[src/rtl/core/rme_pkg.sv]
// Shared constants and functions for the rotation matrix to Euler angle block.
`default_nettype none
package rme_pkg;

  localparam int unsigned GuardBits = 24;
  localparam int unsigned HeadBits  = 6;
  localparam int unsigned GainShift = 30 - GuardBits;
  localparam logic [31:0] HalfTurn  = 32'h8000_0000;

  function automatic logic [31:0] atan_step(input int unsigned idx);
    logic [31:0] t;
    case (idx)
      0:  t = 32'h20000000;  1:  t = 32'h12E4051E;  2:  t = 32'h09FB385B;
      3:  t = 32'h051111D4;  4:  t = 32'h028B0D43;  5:  t = 32'h0145D7E1;
      6:  t = 32'h00A2F61E;  7:  t = 32'h00517C55;  8:  t = 32'h0028BE53;
      9:  t = 32'h00145F2F;  10: t = 32'h000A2F98;  11: t = 32'h000517CC;
      12: t = 32'h00028BE6;  13: t = 32'h000145F3;  14: t = 32'h0000A2FA;
      15: t = 32'h0000517D;  16: t = 32'h000028BE;  17: t = 32'h0000145F;
      18: t = 32'h00000A30;  19: t = 32'h00000518;  20: t = 32'h0000028C;
      21: t = 32'h00000146;  22: t = 32'h000000A3;  23: t = 32'h00000051;
      24: t = 32'h00000029;  25: t = 32'h00000014;  26: t = 32'h0000000A;
      27: t = 32'h00000005;  28: t = 32'h00000003;  29: t = 32'h00000001;
      30: t = 32'h00000001;
      default: t = 32'h00000000;
    endcase
    return t;
  endfunction

  function automatic logic [63:0] gain_q30(input int unsigned steps);
    logic [63:0] p;
    logic [63:0] root;
    logic [63:0] bitv;
    p    = 64'd1 << 60;
    root = '0;
    bitv = 64'd1 << 62;
    for (int i = 0; i < 32; i++) begin
      if (i < steps) begin
        p = p + (p >> (2 * i));
      end
    end
    for (int i = 0; i < 32; i++) begin
      if (bitv > p) begin
        bitv = bitv >> 2;
      end
    end
    for (int i = 0; i < 32; i++) begin
      if (bitv != 0) begin
        if (p >= root + bitv) begin
          p    = p - (root + bitv);
          root = (root >> 1) + bitv;
        end else begin
          root = root >> 1;
        end
        bitv = bitv >> 2;
      end
    end
    return root;
  endfunction

endpackage
`default_nettype wire

[src/rtl/core/rme_pr_cell.sv]
// One pitch/roll micro-rotation cell: two independent vectoring rotators side by side.
`default_nettype none
module rme_pr_cell #(
  parameter int unsigned DW  = 46,
  parameter int unsigned IDX = 0
) (
  input  wire logic                 clk_i,
  input  wire logic                 rst_ni,
  input  wire logic                 valid_i,
  input  wire logic signed [DW-1:0] px_i,
  input  wire logic signed [DW-1:0] py_i,
  input  wire logic        [31:0]   pz_i,
  input  wire logic signed [DW-1:0] rx_i,
  input  wire logic signed [DW-1:0] ry_i,
  input  wire logic        [31:0]   rz_i,
  input  wire logic                 pzero_i,
  input  wire logic                 rzero_i,
  input  wire logic        [31:0]   yaw_i,
  output logic                      valid_o,
  output logic signed [DW-1:0]      px_o,
  output logic signed [DW-1:0]      py_o,
  output logic        [31:0]        pz_o,
  output logic signed [DW-1:0]      rx_o,
  output logic signed [DW-1:0]      ry_o,
  output logic        [31:0]        rz_o,
  output logic                      pzero_o,
  output logic                      rzero_o,
  output logic        [31:0]        yaw_o
);
  localparam logic [31:0] Step = rme_pkg::atan_step(IDX);

  logic signed [DW-1:0] px_d, py_d, rx_d, ry_d;
  logic        [31:0]   pz_d, rz_d;

  always_comb begin
    if (!py_i[DW-1]) begin
      px_d = px_i + (py_i >>> IDX);
      py_d = py_i - (px_i >>> IDX);
      pz_d = pz_i + Step;
    end else begin
      px_d = px_i - (py_i >>> IDX);
      py_d = py_i + (px_i >>> IDX);
      pz_d = pz_i - Step;
    end
    if (!ry_i[DW-1]) begin
      rx_d = rx_i + (ry_i >>> IDX);
      ry_d = ry_i - (rx_i >>> IDX);
      rz_d = rz_i + Step;
    end else begin
      rx_d = rx_i - (ry_i >>> IDX);
      ry_d = ry_i + (rx_i >>> IDX);
      rz_d = rz_i - Step;
    end
  end

  always_ff @(posedge clk_i or negedge rst_ni) begin
    if (!rst_ni) begin
      valid_o <= 1'b0;
    end else begin
      valid_o <= valid_i;
    end
  end

  always_ff @(posedge clk_i) begin
    px_o    <= px_d;
    py_o    <= py_d;
    pz_o    <= pz_d;
    rx_o    <= rx_d;
    ry_o    <= ry_d;
    rz_o    <= rz_d;
    pzero_o <= pzero_i;
    rzero_o <= rzero_i;
    yaw_o   <= yaw_i;
  end
endmodule
`default_nettype wire

[config.mk]
export PLATFORM = sky130hd
export DESIGN_NAME = rme_pr_cell
export DESIGN_NICKNAME = d
export VERILOG_FILES = /design/src/rtl/core/rme_pkg.sv /design/src/rtl/core/rme_pr_cell.sv
export SDC_FILE = /design/constraint.sdc
export NUM_CORES = 1
export LEC_CHECK = 0
export BUFFER_PORTS_ARGS = -buffer_cell sky130_fd_sc_hd__buf_4
export CELL_PAD_IN_SITES_DETAIL_PLACEMENT = 1
export CELL_PAD_IN_SITES_GLOBAL_PLACEMENT = 1
export CORE_AREA = 2 2 238 240
export CTS_CLUSTER_DIAMETER = 30
export DETAILED_ROUTE_END_ITERATION = 10
export DIE_AREA = 0 0 240 242
export GPL_TIMING_DRIVEN = 0
export PLACE_DENSITY_LB_ADDON = 0.1
export SLEW_MARGIN = 10
export SYNTH_ARGS = -nofsm -noshare
export SYNTH_HDL_FRONTEND = slang
export SYNTH_SLANG_ARGS = --single-unit
[constraint.sdc]
create_clock -name clk_i -period 1.4 [get_ports clk_i]
set_input_delay 0.28 -clock clk_i [delete_from_list [all_inputs] [get_ports clk_i]]
set_output_delay 0.28 -clock clk_i [all_outputs]
set_load 0.02 [all_outputs]
==> results of run 1 <==
## per-layer routing
| metal | GRT usage, % | GRT overflow |
|---|---|---|
| met5 | 25.2 | 1 |
| met4 | 79.9 | 45 |
| met3 | 57.6 | 1 |
| met2 | 93.4 | 70 |
| met1 | 70.0 | 1 |
## cells in the mapped netlist (all sizes together) (51+ instances only)
| cell | number |
|---|---|
| a21o | 53 |
| inv | 286 |
| o21ai | 201 |
| nor3 | 51 |
| nand2 | 148 |
| clkbuf | 76 |
| ha | 270 |
| a21oi | 368 |
| dfxtp | 280 |
| nor2 | 265 |
| xnor2 | 160 |
| o21bai | 78 |
## per-stage QoR
stage	setup TNS [ns]	std cells	setup slack, ns
CTS	-129.14	4530	-1.45
detailed placement	-294.09	4144	-2.77
global placement	-288.62	4144	-2.74
floorplan	-141.36	2821	-1.48
## kinds of logic after synthesis
group | count (synthesis) | synth area share [%]
and+or+nand+nor | 666 | 14.1
buffers and inverters | 420 | 7.33
muxes | 49 | 2.25
AOI/OAI and AO/OA | 950 | 27.5
adders and majority gates | 278 | 16.1
xor gates and xnor gates | 177 | 7.07
DFF | 281 | 25.7
## timing repair
item                       4_1_cts
gates resized for setup        890
setup buffers                  177
hold buffers                   103
gates cloned                     1
setup endpoints to repair      258
hold endpoints to repair       104
pin swaps                      282
==> reports/metrics.csv, run 1 <==
metric,value,unit
dp_hpwl,92900,µm
firstError,[ERROR GRT-0232] Routing congestion too high. Check the congestion heatmap in the GUI.,
avgSynthCellArea,7.77,µm²
status,aborted with a tool error,
synth_cells,2821,
failed_stage,5_1_grt,
cts_buffer_depth,3,
yosysUniqueCellTypes,94,
ios,568,
synth_edf_count,0,
start_util,39.3,%
synth_warnings,0,
rows,87,
syn_nets,3384,
die_h,242,µm
cts_buffers,66,
synth.top_cell.area_share,25.6,%
grt_max_degree,13,
htree_levels,3,
grtUsageTotal,74.0,%
worst_endpoint_kind,sequential cell input,
cts_root_buffer,clkbuf_16,
ys_seq_area_share,25.7,%
place.port_buffers,567,
dieWidth,240,µm
gr-total-overflow,118,
dominantRegCellSynth,dfxtp_1,
synthArstFlopShare,0.356,%
gp_congestion,1.01,
postPlaceCellArea,0.0284,mm²
yosysTopAreaCell,dfxtp_1,
synth_top_cells_by_area,"dfxtp_1 26%, ha_1 15%, a21oi_1 8.3%",
cts.sinks,281,
crit_endpoint,px_o[39]$_DFF_P_/D,
synth-seq-cells,281,
netlist_area,0.0219,mm²
==> run 2: changes to the inputs <==
==> config.mk (replaced) <==
export PLATFORM = sky130hd
export DESIGN_NAME = rme_pr_cell
export DESIGN_NICKNAME = d
export VERILOG_FILES = /design/src/rtl/core/rme_pkg.sv /design/src/rtl/core/rme_pr_cell.sv
export SDC_FILE = /design/constraint.sdc
export NUM_CORES = 1
export LEC_CHECK = 0
export BUFFER_PORTS_ARGS = -buffer_cell sky130_fd_sc_hd__buf_4
export CORE_AREA = 2 2 300 302
export DETAILED_ROUTE_END_ITERATION = 10
export DIE_AREA = 0 0 302 304
export GPL_TIMING_DRIVEN = 0
export PLACE_DENSITY_LB_ADDON = 0.15
export SLEW_MARGIN = 10
export SYNTH_ARGS = -nofsm -noshare
export SYNTH_HDL_FRONTEND = slang
export SYNTH_SLANG_ARGS = --single-unit
==> run 2 against run 1 <==
Net effect: the flow now finishes, with violations (negative setup slack); synthesized cell count did not move; area after synthesis did not move.
==> reports/metrics.csv, run 2 <==
metric,value,unit,change
timing.final.ws_setup,-1.43,ns,
post-route-drc-count,0,,
gr-total-overflow,0,,
start_util,24.6,%,-15 points
yosysUniqueCellTypes,94,,unchanged
slew_headroom,9.11,%,
drv_cap,0,,
antenna_found_initial,9,,
fmax,354,MHz,
ant_nets,0,,
synth.top_cell.area_share,25.6,%,unchanged
vdd_drop_max,0.000941,V,
top_regs,"py_o x46, ry_o x46",,
drt-initial-drc-count,2152,,
synth_warnings,0,,unchanged
synthArstFlopShare,0.356,%,unchanged
grt_pass1_wl,161000,µm,
slew_violations,0,,
synth-seq-cells,281,,unchanged
synth_edf_count,0,,unchanged
layout_common_cells,"682 x buf_4, 280 x dfxtp_1, 243 x inv_1",,
fin_crit,2.83,ns,
synth_top_cells_by_area,"dfxtp_1 26%, ha_1 15%, a21oi_1 8.3%",,
ios,568,,unchanged
via_per_inst,5.12,,
synth_cells,2821,,unchanged
yosysMostFrequentCell,a21oi_1,,
clk_pin_slew_worst_paths,0.06,ns,
cts_buffers,37,,-44%
critical_path_arrival,3.27,ns,
drive_gt1_share,41.7,%,
status,"complete, but fails checks",,
end_kind,flip-flop,,
cts.sinks,281,,unchanged
startpoint,py_i[8],,
final_area,0.0367,mm²,
critical_path_required,1.85,ns,
hold_ws,0.0377,ns,
grt_pass1_vias,24800,,
cts_root_buffer,clkbuf_16,,
wl_per_cell,23.0,µm,
cp_max_fo,3,,
finalCritPeriodShare,202,%,
syn_nets,3384,,unchanged
postPlaceCellArea,0.0289,mm²,+1.9%
netlist_area,0.0219,mm²,unchanged
mostFrequentLayoutCell,buf_4,,
endpoint,px_o[44],,
utilization,41.3,%,
gp_congestion,0.947,,-5.9%
grt_max_degree,13,,
via_count,25200,,
cellPowerDensity,1050,mW/mm²,
core-area,0.0890,mm²,
avgSynthCellArea,7.77,µm²,unchanged
final_hold_viol_count,0,,
start_kind,input pin,,
dp_hpwl,88100,µm,-5.2%
setup_violations,201,,
area.growth.synth_to_final,67.6,%,
power.leakage,16.1,nW,
rsz0062_at_grt,yes,,
synthTopCellsByCount,"365 x a21oi_1, 281 x inv_1, 280 x dfxtp_1, 270 x ha_1, 265 x nor2_1",,
nNetsFinal,4281,,
rows,110,,+26%
place_ws,-2.61,ns,+0.156 ns
place.port_buffers,567,,unchanged
die_h,304,µm,+26%
dieWidth,302,µm,+26%
yosysTopAreaCell,dfxtp_1,,
dominantRegCellSynth,dfxtp_1,,
htree_levels,2,,-1
cts_tree,done,,
hold_class,input pin to async pin,,
crit_type,input pin to flip-flop,,
cts_buffer_depth,3,,unchanged
violations,negative setup slack,,
tightest_slew,1.36,ns,
p_total,38.7,mW,
drt_pass1_iterations,6,,
grtUsageTotal,23.3,%,
routed_wl,113000,µm,
ys_seq_area_share,25.7,%,unchanged
dieArea,0.0918,mm²,
[run 2: cell counts after synthesis]
No cell type changed its count.
[run 2: power breakdown]
group | internal (mW) | switching, mW | total, mW
clock | 6.39 | 4.09 | 10.5
combinational | 7.68 | 10.4 | 18.1
sequential | 9.46 | 0.585 | 10.0
[run 2: worst min-delay path by stage]
stage / end / slack [ns]
4_1_cts: valid_o / 0.0009
5_1_grt: valid_o / 0.02
2_1_floorplan: valid_o / -0.02
3_3_place_gp: valid_o / 0.06
6_report: valid_o / 0.04
3_5_place_dp: valid_o / 0.06
[run 2: cell families (layout without fill, tap and decap cells)]
kind of cell	count (synthesis)	count (layout)	synth area share (%)
AND/OR/NAND/NOR	666	666	14.1
adder cells (fa/ha/maj)	278	278	16.1
buffers and inverters	420	1343	7.33
XOR/XNOR	177	177	7.07
multiplexers	49	49	2.25
flip-flops	281	281	25.7
other	0	5	0
AO/OA/AOI/OAI	950	950	27.5
[run 2: critical path, cell delays in order]
cell and delay [ns]:
buf_8 0.10, ha_4 0.23, or3_4 0.41, o21bai_4 0.20, a31oi_4 0.21, a311oi_4 0.07, o41a_1 0.47, nor3_4 0.28
o211ai_4 0.14, a31oi_4 0.24, a211o_1 0.24, a41oi_2 0.17, xor2_1 0.23
[run 2: what timing repair did]
item | CTS | global route
endpoints found under the hold margin | 104 | 0
hold buffers | 102 | 0
gates resized for setup | 443 | 435
setup buffers | 130 | 88
pin swaps | 191 | 207
endpoints found under the setup margin | 210 | 211
[run 2: through the flow]
step | setup TNS [ns] | std cells
after floorplan | -141.36 | 2821
after global placement | -299.68 | 4564
after detailed placement | -293.80 | 4564
after CTS | -134.70 | 4851
after global routing | -146.83 | 4923
final | -142.80 | 4925
[run 2: layout make-up]
cell class	count	area, µm²
antenna	5	12.5
buffer	112	788
clock buffer	50	1050
clock inverter	15	265
fill	8974	52300
inverter	294	1220
multi-input combinational	2120	19000
sequential	281	5630
tap	1176	1470
timing repair buffer	872	7290
[run 2: metal layers]
metal | up-vias | part of all wire, % | global-route usage [%]
li1 | 11600 | - | -
met1 | 12200 | 42 | 30.1
met2 | 1154 | 47 | 38.8
met3 | 271 | 7.0 | 3.66
met4 | 6 | 4.1 | 8.54
met5 | - | 0.033 | 0
No activity file was read; power rests on OpenSTA's default activity.
==> run 3: changes to the inputs <==
--- a/config.mk
+++ b/config.mk
@@ -10,6 +10,7 @@
 export DETAILED_ROUTE_END_ITERATION = 10
 export DIE_AREA = 0 0 302 304
 export GPL_TIMING_DRIVEN = 0
+export MAX_ROUTING_LAYER = met4
 export PLACE_DENSITY_LB_ADDON = 0.15
 export SLEW_MARGIN = 10
 export SYNTH_ARGS = -nofsm -noshare
==> run 3 against run 2 <==
Net effect: the run still ends with negative setup slack left; count of clock-buffer cells in the layout grew 3; utilization increased by 0.77 points; cell count increased by 1.2%; sequential power is essentially flat; combinational power up 3%; non-clock buffer count up 51; clock power shrank 6%; largest power group unchanged; power fell by 0.16%; wire length is 1.2% higher; sequential cell count did not move.
==> reports/metrics.csv, run 3 (synthesis gave the netlist of run 2 again) <==
metric,value,unit,change
htree_levels,2,,unchanged
cts_root_buffer,clkbuf_16,,
gp_congestion,0.997,,+5.3%
finalCritPeriodShare,207,%,+4.7 points
violations,negative setup slack,,
grt_max_degree,13,,unchanged
start_util,24.6,%,unchanged
clk_pin_slew_worst_paths,0.06,ns,about the same
mostFrequentLayoutCell,buf_4,,
cp_max_fo,4,,+1
postPlaceCellArea,0.0289,mm²,unchanged
core-area,0.0890,mm²,unchanged
routed_wl,115000,µm,+1.2%
dieWidth,302,µm,unchanged
drv_cap,0,,unchanged
dp_hpwl,88300,µm,+0.26%
tightest_slew,1.24,ns,-0.124 ns
hold_ws,0.0851,ns,+0.0474 ns
ant_nets,0,,unchanged
nNetsFinal,4332,,+1.2%
timing.final.ws_setup,-1.49,ns,-0.0660 ns
rsz0062_at_grt,yes,,
die_h,304,µm,unchanged
crit_type,input pin to flip-flop,,
via_count,25400,,+0.85%
utilization,42.0,%,+0.77 points
grt_pass1_wl,164000,µm,+1.6%
fillers,8983,,+0.10%
area.growth.synth_to_final,70.7,%,
endpoint,px_o[42],,
via_per_inst,5.11,,-0.32%
fmax,346,MHz,-2.3%
layout_common_cells,"674 x buf_4, 250 x dfxtp_1, 248 x inv_1",,
vdd_drop_max,0.000913,V,-3.0%
antenna_found_initial,11,,+2
status,"complete, but fails checks",,
cts_buffer_depth,3,,unchanged
final_area,0.0374,mm²,+1.9%
wl_per_cell,23.0,µm,about the same
post-route-drc-count,0,,unchanged
power.leakage,16.4,nW,+1.8%
rows,110,,unchanged
grt_pass1_vias,25000,,+0.78%
startpoint,px_i[8],,
grtUsageTotal,24.3,%,+1.0 points
cellPowerDensity,1030,mW/mm²,-2.0%
fin_crit,2.89,ns,+0.0660 ns
drt_pass1_iterations,6,,unchanged
slew_headroom,16.8,%,+7.6 points
cts_tree,done,,
top_regs,"py_o x46, ry_o x46",,
drt-initial-drc-count,2249,,+4.5%
gr-total-overflow,0,,unchanged
cts_buffers,37,,unchanged
slew_violations,0,,unchanged
dieArea,0.0918,mm²,unchanged
place.port_buffers,567,,unchanged
end_kind,flip-flop,,
setup_violations,166,,-17%
hold_class,input pin to flip-flop,,
critical_path_arrival,3.36,ns,+0.09 ns
drive_gt1_share,43.3,%,+1.6 points
start_kind,input pin,,
ios,568,,unchanged
p_total,38.6,mW,-0.16%
final_hold_viol_count,0,,unchanged
critical_path_required,1.86,ns,about the same
cts.sinks,281,,unchanged
## run 3: cell count changes in the layout (fill, tap and decap cells not counted), moves of 9 or more
cell / previous run / this run
o21ai_0: 108 / 95
o21ai_1: 34 / 45
nor2_1: 229 / 216
a21oi_1: 228 / 237
dfxtp_2: 0 / 18
dfxtp_1: 280 / 250
a21oi_2: 102 / 88
buf_6: 86 / 151
dfxtp_4: 0 / 12
## run 3: timing repair
| action | CTS | global route |
|---|---|---|
| endpoints found under the setup margin | 211 | 189 |
| hold buffers | 103 | 0 |
| setup buffers | 152 | 119 |
| resized for setup | 642 | 376 |
| cloned | 0 | 0 |
| pin swaps | 280 | 245 |
| hold endpoints to repair | 104 | 0 |
## run 3: how the worst min path moves through the flow
| stage | from | endpoint | slack, ns | depth (start not counted) |
|---|---|---|---|---|
| finish | pz_i[30] | pz_o[30] | 0.09 | 4 |
| global route | pz_i[30] | pz_o[30] | 0.07 | 4 |
| CTS | pz_i[30] | pz_o[30] | 0.04 | 4 |
| detailed placement | rst_ni | valid_o | 0.06 | 1 |
| global placement | rst_ni | valid_o | 0.06 | 1 |
| floorplan | rst_ni | valid_o | -0.02 | 0 |
## run 3: where the power goes
| part | internal (mW) | total [mW] | switching, mW |
|---|---|---|---|
| logic | 7.99 | 18.6 | 10.6 |
| clock network | 5.80 | 9.90 | 4.10 |
| registers | 9.50 | 10.1 | 0.609 |
| total | 23.3 | 38.6 | 15.3 |
## run 3: critical path, cell delays in order
cell and delay [ns]:
buf_8 0.10, inv_4 0.05, ha_4 0.19, or3_4 0.41, o21bai_4 0.19, a31oi_4 0.21
a311oi_4 0.07, o41a_1 0.48, nor3_4 0.28, o211ai_4 0.15, a31oi_4 0.27, a211o_1 0.26
mux2i_2 0.12, xnor2_2 0.29
## run 3: area by class of cell
class                           instances  area [µm²]  area share, %
Sequential cell                       281        5700           15.2
Antenna cell                            9        22.5         0.0602
Clock buffer                           53        1080           2.88
Timing Repair Buffer                  923        7860           21.0
Buffer                                112         846           2.26
Multi-Input combinational cell       2120       19000           50.8
Inverter                              294        1230           3.29
Tap cell                             1176        1470           3.93
Clock inverter                         15         193          0.515
## run 3: through the flow
stage / worst slack, ns / std cells / setup TNS [ns]
3_3_place_gp: -2.73 / 4564 / -298.75
5_1_grt: -1.53 / 4983 / -155.50
4_1_cts: -1.45 / 4874 / -135.50
2_1_floorplan: -1.48 / 2821 / -141.36
6_report: -1.49 / 4983 / -150.70
3_5_place_dp: -2.67 / 4564 / -295.40
## run 3: per-layer routing
metal | track usage (%) | up-vias | part of all wire, % | wire, µm
li1 | - | 11800 | - | -
met5 | - | - | 0 | 0
met2 | 39.9 | 1224 | 48 | 54500
met4 | 7.91 | 0 | 3.9 | 4460
met3 | 3.81 | 252 | 7.4 | 8420
met1 | 30.4 | 12200 | 41 | 47200
